[src/stb_pkg.sv]
`default_nettype none
// ----------------------------------------------------------------------------
// stb_pkg
// Shared types and constants of the spike time binner.
// ----------------------------------------------------------------------------
package stb_pkg;

   localparam logic [1:0] CMD_CLEAR  = 2'd0;
   localparam logic [1:0] CMD_WRITE  = 2'd1;
   localparam logic [1:0] CMD_QUERY  = 2'd2;
   localparam logic [1:0] CMD_UNUSED = 2'd3;

   localparam int QUEUE_DEPTH = 4;
   localparam int QUEUE_AW    = 2;
   localparam int EDGE_W      = 40;

   localparam logic CSR_BIN_WIDTH = 1'b0;
   localparam logic CSR_NUM_BINS  = 1'b1;

   typedef struct packed {
      logic [1:0]  cmd;
      logic [2:0]  channel;
      logic [11:0] position;
      logic [31:0] value;
   } cmd_type;

   typedef struct packed {
      logic [5:0]  bin_index;
      logic [12:0] spike_count;
      logic [12:0] start_position;
      logic        last_bin;
   } rsp_type;

   typedef struct packed {
      logic init;
      logic idle;
   } status_type;

endpackage
`default_nettype wire

[src/stb_queue.sv]
`default_nettype none
// ----------------------------------------------------------------------------
// stb_queue
// Short command queue between front and back.
// ----------------------------------------------------------------------------
module stb_queue (
   input  wire              clock,
   input  wire              reset,
   input  wire              push,
   input  stb_pkg::cmd_type push_data,
   output logic             full,
   output logic             not_empty,
   output stb_pkg::cmd_type pop_data,
   input  wire              pop
);

   stb_pkg::cmd_type                mem_ff [0:stb_pkg::QUEUE_DEPTH-1];
   logic [stb_pkg::QUEUE_AW-1:0]    wr_ff, wr_in;
   logic [stb_pkg::QUEUE_AW-1:0]    rd_ff, rd_in;
   logic [stb_pkg::QUEUE_AW:0]      cnt_ff, cnt_in;
   logic                            do_push, do_pop;

   assign full      = (cnt_ff == (stb_pkg::QUEUE_AW+1)'(stb_pkg::QUEUE_DEPTH));
   assign not_empty = (cnt_ff != '0);
   assign pop_data  = mem_ff[rd_ff];
   assign do_push   = push && !full;
   assign do_pop    = pop && not_empty;

   always_comb begin
      wr_in  = do_push ? wr_ff + 1'b1 : wr_ff;
      rd_in  = do_pop ? rd_ff + 1'b1 : rd_ff;
      cnt_in = cnt_ff;
      if (do_push && !do_pop) begin
         cnt_in = cnt_ff + 1'b1;
      end else if (do_pop && !do_push) begin
         cnt_in = cnt_ff - 1'b1;
      end
   end

   always_ff @(posedge clock) begin
      if (reset) begin
         wr_ff  <= '0;
         rd_ff  <= '0;
         cnt_ff <= '0;
      end else begin
         wr_ff  <= wr_in;
         rd_ff  <= rd_in;
         cnt_ff <= cnt_in;
      end
   end

   always_ff @(posedge clock) begin
      if (do_push) begin
         mem_ff[wr_ff] <= push_data;
      end
   end

endmodule
`default_nettype wire

[config.mk]
export PLATFORM = sky130hd
export DESIGN_NAME = stb_queue
export DESIGN_NICKNAME = d
export VERILOG_FILES = /design/src/stb_pkg.sv /design/src/stb_queue.sv
export SDC_FILE = /design/constraint.sdc
export NUM_CORES = 1
export LEC_CHECK = 0
export CAP_MARGIN = 25
export CORE_MARGIN = 5
export CORE_UTILIZATION = 55
export CTS_BUF_LIST = sky130_fd_sc_hd__clkbuf_16
export DETAILED_ROUTE_END_ITERATION = 16
export DONT_BUFFER_PORTS = 1
export GPL_TIMING_DRIVEN = 0
export MAX_ROUTING_LAYER = met4
export PLACE_DENSITY = 0.7
export SYNTH_ARGS = -nofsm -noshare
export SYNTH_HDL_FRONTEND = slang
export SYNTH_SLANG_ARGS = --single-unit
[constraint.sdc]
create_clock -name clock -period 6.5 [get_ports clock]
set_input_delay 0.65 -clock clock [delete_from_list [all_inputs] [get_ports clock]]
set_output_delay 0.65 -clock clock [all_outputs]
set_load 0.005 [all_outputs]
==> out/metrics.cfg <==
[global_route]
met2_usage_pct=27.3
busiest_layer=met2
met1_usage_pct=18.3
grt_pass1_vias=3361
grt_pass1_wl_um=19200
met3_usage_pct=6.43
grt_max_degree=30
overflow=0
grt_usage_pct=16.2
antenna_found_initial=0

[worst_setup_path]
critPathCaptureType=output port
cp_max_fo=10
criticalPathCategory=reg2out
arrival_ns=1.90
cp-start-kind=register
r2r_start=cnt_ff[0]$_SDFFE_PP0P_
required_ns=5.85
rr_endpoint=cnt_ff[2]$_SDFFE_PP0P_
r2r_slack_ns=4.18
r2r_cells=8

[sta]
setup_viol=0
max_slew_margin_pct=50.0
rsz0062_at_grt=false
hold_viol=0
timing.fmax_mhz=393
worst_clock_skew_ns=0.0120
drv_slew=0
layout_worst_path_cycle_share_pct=39.2
min_period_ns=2.55
worstMarginPinSlew_ns=0.750
fin_setup_tns_ns=0

[placement]
io_buffers=0
hpwl_um=7710
place.gp.congestion=0.692
post-place-cells=484

[floorplanning]
die_h_um=127
die-area_sq_um=16200
io_pins=104
start_util_pct=56.6
num_rows=42
floorplan.die.width_um=127
coreArea_sq_um=13300

[yosys]
synth_edf_count=196
ys_types=24
yosys.area.top_type=edfxtp_1
yosysSeqAreaShare_pct=80.3
async_flop_share_pct=0
synth_seq_cells=205
synth_top_cell_area_share_pct=77.9
synth_flop_cell=edfxtp_1
syn_nets=363
synthesis.area_sq_um=7550
syn_inst=304
synth.area.top_cells=edfxtp_1 78%, mux4_2 14%, dfxtp_1 2.4%
yosys_warnings=0
syn_avg_cell_area_sq_um=24.8

[hold_path]
hold_start=push_data[21]
whs_endpoint=mem_ff[3][21]$_DFFE_PP_
worstHoldPathType=in2reg
whs_path_depth=0

[clock_network]
post-cts-setup-buffers=0
cts.sink_count=205
clockRootBuffer=clkbuf_16
clk_pin_slew_ns=0.06
cts_inserted_buffers=21
clkLatencyLatePin_ns=0.48
clk_path_buf_depth=3
cts_resized=0
holdBufCountCts=0
cts_tree=built
htreeDepth=1

[outcome]
status=finished, final reports clean

[power_and_ir_drop]
comb_power_share_pct=18.9
p_int_uw=2480
p_sw_share_pct=24.2
powerDensity_nw_per_um2=388
power_uw=3280
p_leak_uw=0.00267
p_seq_share_pct=49.7
switchingPower_uw=794
clock_power_share_pct=31.4
max-vdd-ir-drop_mv=0.260

[routing]
ant_nets=0
first_iter_violations=189
drt-wirelength-per-cell_um=23.9
vias_per_cell=5.84
drc=0
drt_wl_total_um=12500
drt_pre_antenna_iters=4
via_count=3045

[finish]
multi_input_area_sq_um=1380
layout_commonest_cell=edfxtp_1
drive_above_1_share_pct=25.8
most-common-layout-cells=196 x edfxtp_1, 47 x mux4_2, 21 x clkbuf_16
fill_cells=909
diodes=0
final_cell_count_no_fill=521
finish.utilization_pct=63.3
area_delta_synth_final_pct=12.0
nets=390
regArea_sq_um=6070

[job]
cap_violations=0

synthesized netlist by cell type, types with 3 or more instances:
cell type and number:
and2_1 4, buf_1 3, buf_4 3, dfxtp_1 9
edfxtp_1 196, ha_1 5, inv_1 4, mux4_2 47
nor2_1 6, or3_1 3, xor2_1 4
per-layer routing:
metal | vias up | part of all wire [%]
met1 | 1590 | 36
met2 | 101 | 51
li1 | 1337 | -
met4 | 0 | 1.4
met5 | - | 0
met3 | 17 | 11
metrics by stage:
| stage | setup WS [ns] | hold WS, ns | cell area [sq um] |
|---|---|---|---|
| floorplan | 3.93 | 0.482 | 7550 |
| global placement | 2.93 | 0.491 | 7770 |
| detailed placement | 4.08 | 0.507 | 7860 |
| CTS | 3.91 | 0.252 | 8450 |
| global route | 3.83 | 0.236 | 8450 |
| finish | 3.95 | 0.263 | 8450 |
sequential cells by signal, summed over array words and instances, names as in the netlist, named ones only:
name and cells:
mem_ff 196, cnt_ff 3, rd_ff 2, wr_ff 2
worst max path at each step:
stage / from / cells past startpoint / end / slack, ns
4_1_cts: register / 2 / pop_data[21] / 3.91
5_1_grt: register / 2 / pop_data[17] / 3.83
3_3_place_gp: push / 3 / mem_ff[3][32]$_DFFE_PP_ / 2.93
6_report: register / 2 / pop_data[17] / 3.95
2_1_floorplan: push / 3 / mem_ff[0][0]$_DFFE_PP_ / 3.93
3_5_place_dp: push / 8 / cnt_ff[2]$_SDFFE_PP0P_ / 4.08
cell families (layout without fill, tap and decap cells):
kind of cell / count (synthesis) / after routing / synth area share [%]
flip-flops: 205 / 205 / 80.3
buffers and inverters: 16 / 57 / 1.51
XOR/XNOR: 4 / 4 / 0.464
adder cells (fa/ha/maj): 6 / 6 / 1.09
multiplexers: 51 / 51 / 15.0
AND/OR/NAND/NOR: 16 / 16 / 1.14
AO/OA/AOI/OAI: 6 / 6 / 0.481
worst max-delay path, stage by stage (launching register included):
cell     delay [ns]
dfxtp_1        0.39
buf_1          0.57
mux4_2         0.46
power groups by stage:
| stage | clock network [uW] | registers [uW] | logic, uW |
|---|---|---|---|
| finish | 1030 | 1630 | 621 |
| global route | 1130 | 1640 | 676 |
| CTS | 1050 | 1630 | 645 |
| detailed placement | 0 | 1660 | 642 |
| global placement | 0 | 1660 | 620 |
| floorplan | 0 | 1650 | 493 |
layout make-up:
class,instances,area share (%)
inverters,4,0.178
multi-input cells,83,16.3
clock buffers,21,6.22
repair buffers,4,0.947
flip-flops and latches,205,71.7
plain buffers,12,1.17
well taps,176,2.60
clock inverters,16,0.858
Power figures use the tool's default switching activity.
