## config.mk

```make
export PLATFORM = sky130hd
export DESIGN_NAME = stb_front_flat
export DESIGN_NICKNAME = d
export VERILOG_FILES = /design/src/stb_pkg.sv /design/src/stb_req_if.sv /design/src/stb_front.sv /design/src/flat_wrapper.sv
export SDC_FILE = /design/constraint.sdc
export NUM_CORES = 1
export LEC_CHECK = 0
export BUFFER_PORTS_ARGS = -buffer_cell sky130_fd_sc_hd__buf_2
export CAP_MARGIN = 15
export CORE_MARGIN = 2
export CORE_UTILIZATION = 27
export DETAILED_ROUTE_END_ITERATION = 16
export PLACE_DENSITY = 0.85
export SYNTH_ARGS = -nofsm -noshare
export SYNTH_HDL_FRONTEND = slang
export SYNTH_SLANG_ARGS = --single-unit
```

## constraint.sdc

```tcl
create_clock -name vclk -period 1.4
set_input_delay 0.28 -clock vclk [all_inputs]
set_output_delay 0.28 -clock vclk [all_outputs]
set_load 0.03 [all_outputs]
```

## src/stb_pkg.sv

```systemverilog
`default_nettype none
// ----------------------------------------------------------------------------
// stb_pkg
// Shared types and constants of the spike time binner.
// ----------------------------------------------------------------------------
package stb_pkg;

   localparam logic [1:0] CMD_CLEAR  = 2'd0;
   localparam logic [1:0] CMD_WRITE  = 2'd1;
   localparam logic [1:0] CMD_QUERY  = 2'd2;
   localparam logic [1:0] CMD_UNUSED = 2'd3;

   localparam int QUEUE_DEPTH = 4;
   localparam int QUEUE_AW    = 2;
   localparam int EDGE_W      = 40;

   localparam logic CSR_BIN_WIDTH = 1'b0;
   localparam logic CSR_NUM_BINS  = 1'b1;

   typedef struct packed {
      logic [1:0]  cmd;
      logic [2:0]  channel;
      logic [11:0] position;
      logic [31:0] value;
   } cmd_type;

   typedef struct packed {
      logic [5:0]  bin_index;
      logic [12:0] spike_count;
      logic [12:0] start_position;
      logic        last_bin;
   } rsp_type;

   typedef struct packed {
      logic init;
      logic idle;
   } status_type;

endpackage
`default_nettype wire

```

## src/stb_req_if.sv

```systemverilog
`default_nettype none
// ----------------------------------------------------------------------------
// stb_req_if
// Command channel: clear, write and query transactions.
// ----------------------------------------------------------------------------
interface stb_req_if;
   logic        valid;
   logic        ready;
   logic [1:0]  command;
   logic [2:0]  channel;
   logic [11:0] position;
   logic [31:0] spike_time;
   logic [31:0] query_time;

   modport source(output valid, command, channel, position, spike_time, query_time,
                  input ready);
   modport sink(input valid, command, channel, position, spike_time, query_time,
                output ready);
endinterface
`default_nettype wire

```

## src/stb_front.sv

```systemverilog
`default_nettype none
// ----------------------------------------------------------------------------
// stb_front
// Accepts command transactions, drops those with no effect, queues the rest.
// ----------------------------------------------------------------------------
module stb_front #(
   parameter int CHANNELS           = 8,
   parameter int SPIKES_PER_CHANNEL = 4096
) (
   stb_req_if.sink          req,
   input  wire              hold,
   input  wire              q_full,
   output logic             q_push,
   output stb_pkg::cmd_type q_data
);

   logic keep;

   always_comb begin
      keep = 1'b0;
      if (32'(req.channel) < CHANNELS) begin
         case (req.command)
            stb_pkg::CMD_CLEAR: keep = 1'b1;
            stb_pkg::CMD_QUERY: keep = 1'b1;
            stb_pkg::CMD_WRITE: keep = (32'(req.position) < SPIKES_PER_CHANNEL);
            default:            keep = 1'b0;
         endcase
      end
   end

   assign req.ready         = !q_full && !hold;
   assign q_push            = req.valid && req.ready && keep;
   assign q_data.cmd        = req.command;
   assign q_data.channel    = req.channel;
   assign q_data.position   = req.position;
   assign q_data.value      = (req.command == stb_pkg::CMD_QUERY) ? req.query_time
                                                                   : req.spike_time;

endmodule
`default_nettype wire

```

## src/flat_wrapper.sv

```systemverilog
// flat-port wrapper written by rule: the top's interface ports become plain ports
module stb_front_flat 
#(
   parameter int CHANNELS           = 8,
   parameter int SPIKES_PER_CHANNEL = 4096
)
  (hold, q_full, q_push, q_data, req_valid, req_command, req_channel, req_position, req_spike_time, req_query_time, req_ready);
  stb_req_if req_i ();
  input  wire hold;
  input  wire q_full;
  output logic q_push;
  output stb_pkg::cmd_type q_data;
  input wire logic [$bits(req_i.valid)-1:0] req_valid;
  input wire logic [$bits(req_i.command)-1:0] req_command;
  input wire logic [$bits(req_i.channel)-1:0] req_channel;
  input wire logic [$bits(req_i.position)-1:0] req_position;
  input wire logic [$bits(req_i.spike_time)-1:0] req_spike_time;
  input wire logic [$bits(req_i.query_time)-1:0] req_query_time;
  output wire logic [$bits(req_i.ready)-1:0] req_ready;
  assign req_i.valid = req_valid;
  assign req_i.command = req_command;
  assign req_i.channel = req_channel;
  assign req_i.position = req_position;
  assign req_i.spike_time = req_spike_time;
  assign req_i.query_time = req_query_time;
  assign req_ready = req_i.ready;
  stb_front #(.CHANNELS(CHANNELS), .SPIKES_PER_CHANNEL(SPIKES_PER_CHANNEL)) u_core (.req(req_i), .hold(hold), .q_full(q_full), .q_push(q_push), .q_data(q_data));
endmodule
```

==> summary.txt <==
status: complete, but fails checks
failing checks: setup timing
Synth Area in Adders: 0%
die width: 54.90 um
max incr delay on CP: 0.30 ns
Tmin final: 1.570 ns
remaining global-route overflow: 0
GRT Util Overall: 11.19%
Util after Layout: 58.21%
Synth cell types: 9
dpl hpwl: 1872 um
vias in the first global route: 633
initial antenna violation count: 0
Mapped Cells: 57
via count: 788
leading area contributor after synthesis: mux2_4
PD cells: 448.9 nW/um2
Post-synth top cells: mux2_4, buf_4, buf_12, mux2_2
Final Cycle Share: 112.2%
share of the yosys chip area belonging to registers: 0%
RSZ-0062 raised after global routing: yes
cell internal pwr: 0.0003557 W
WS Path Type: input port to output pin
vias per inst: 4.378
Area Overhead vs Synth: 104.3%
largest net degree at the start of global routing: 16
Starting Density: 28.49%
Buffers on Ports: 105
share of post-route cells with drive strength above 1: 98.67%
# DRC: 0
fmax: 636.9 MHz
DR pass1 iterations: 2
CP Max Fanout: 7
Crit-path slowest cell: mux2_4
Leak Pwr: 0.8124 nW
most common cell in the synthesized netlist: mux2_4
Slew @ Worst Pin: 0.1835 ns
Top Ports: 135
synth warn: 0
Net Count, Synth: 141
net switching power: 0.0002857 W
Register Area: 0 um2
share of the synthesized area in the top cell type: 64.40%
Final Max Slew Viols: 0
Core Area: 2455 um2
first-pass GRT wire length: 2546 um
ANT nets after route: 0
proportion of power drawn by combinational gates: 100.0%
Switching Fraction: 44.54%
nets@finish: 236
die area: 3013 um2
hold_buf cts: 0
crit-path cells: buf_8 > nor2b_4 > buf_12 > clkbuf_16 > mux2_4 > buf_6
Syn Area/Cell: 12.27 um2
post-synthesis mux area share: 67.62%
worst vdd ir: 0.3334 mV
cell area after layout: 1429 um2
Seq cells: 0
die height: 54.90 um
Compound-Gate Fraction of Synth Area: 0%
GP Congestion: 0.6046
largest family of logic cells by synthesized area: multiplexers
# setup viols final: 32
sequential power share: 0%
Fillers: 220
placed cell areas: 1129 um2
Slew HR: 87.74%
final WL: 2380 um
xor and xnor area share after synthesis: 0%
setup ws final: -0.1702 ns
# Max-Cap Violations: 0
clock buf count: 0
top cells by area, synth: mux2_4, buf_4, buf_12
endpoint type of the worst setup path: output pin
Worst Hold Class: input port to output pin
worst endpoint data arrival time: 1.29 ns
Clock Power Share: 0%
Startpoint Class: input port
diode count: 0
site row count: 18
TNS Setup: -4.129 ns
count of final hold-check violations: 0
DR iter-0 viols: 5
Critical Path RT: 1.12 ns
simple-gate share of the synthesized area: 3.936%
Netlist Area Pre-Place: 699.4 um2
Avg WL per Cell: 13.22 um
==> final cells by class <==
cell class	count	area, um2	area share [%]
Multi-Input combinational cell	36	510.5	35.73
Tap cell	30	37.54	2.627
Timing Repair Buffer	114	880.8	61.65
==> power by group through the flow <==
| stage | Clock [W] | Combinational, W | Sequential (W) |
|---|---|---|---|
| 2_1_floorplan | 0 | 0.000424 | 0 |
| 3_3_place_gp | 0 | 0.000499 | 0 |
| 3_5_place_dp | 0 | 0.000506 | 0 |
| 4_1_cts | 0 | 0.000638 | 0 |
| 5_1_grt | 0 | 0.000674 | 0 |
| 6_report | 0 | 0.000641 | 0 |
==> cell families after synthesis <==
kind of cell	Yosys count
muxes	32
and+or+nand+nor	4
buffers and inverters	21
==> worst max-delay path, delay by kind of cell <==
| kind | cells | cell delay [ns] |
|---|---|---|
| AND/OR/NAND/NOR | 1 | 0.18 |
| buffers and inverters | 4 | 0.52 |
| multiplexers | 1 | 0.30 |
==> layer usage <==
metal	wire length (um)	vias up	global-route usage [%]
li1	-	370	-
met3	337	6	0.8065
met5	0	-	0
met2	1302	66	25.40
met1	706	346	10.19
met4	34	0	2.439
==> through the flow <==
| stage | std cells | setup slack [ns] | power [W] | hold slack [ns] |
|---|---|---|---|---|
| floorplan | 57 | 0.1048 | 0.0004243 | 0.6216 |
| global placement | 176 | -0.1615 | 0.0004991 | 0.5602 |
| detailed placement | 176 | -0.1755 | 0.0005064 | 0.5602 |
| CTS | 179 | -0.1553 | 0.0006384 | 0.5602 |
| global route | 180 | -0.2054 | 0.0006744 | 0.5600 |
| finish | 180 | -0.1702 | 0.0006415 | 0.5600 |
==> final timing paths <==
path | cells past startpoint | slack, ns | to | from
max | 6 | -0.17 | q_data[27] | req_command[0]
min | 0 | 0.56 | q_data[32] | req_position[0]
==> timing repair <==
| action | 4_1_cts | 5_1_grt |
|---|---|---|
| endpoints found under the setup margin | 32 | 32 |
| setup buffers | 2 | 1 |
| resized for setup | 72 | 0 |
| cloned | 1 | 1 |
==> cell usage in the layout (no fill, tap or decap) <==
cell       synthesis  final
nor2b_4            1      1
and3_1             1      1
buf_8              0      1
mux2_4            30     32
nor2_2             0      1
buf_4             17      3
buf_2              0     71
buf_12             3      4
clkbuf_16          0      1
nand2_1            1      1
buf_6              1     34
Power figures use the tool's default switching activity.
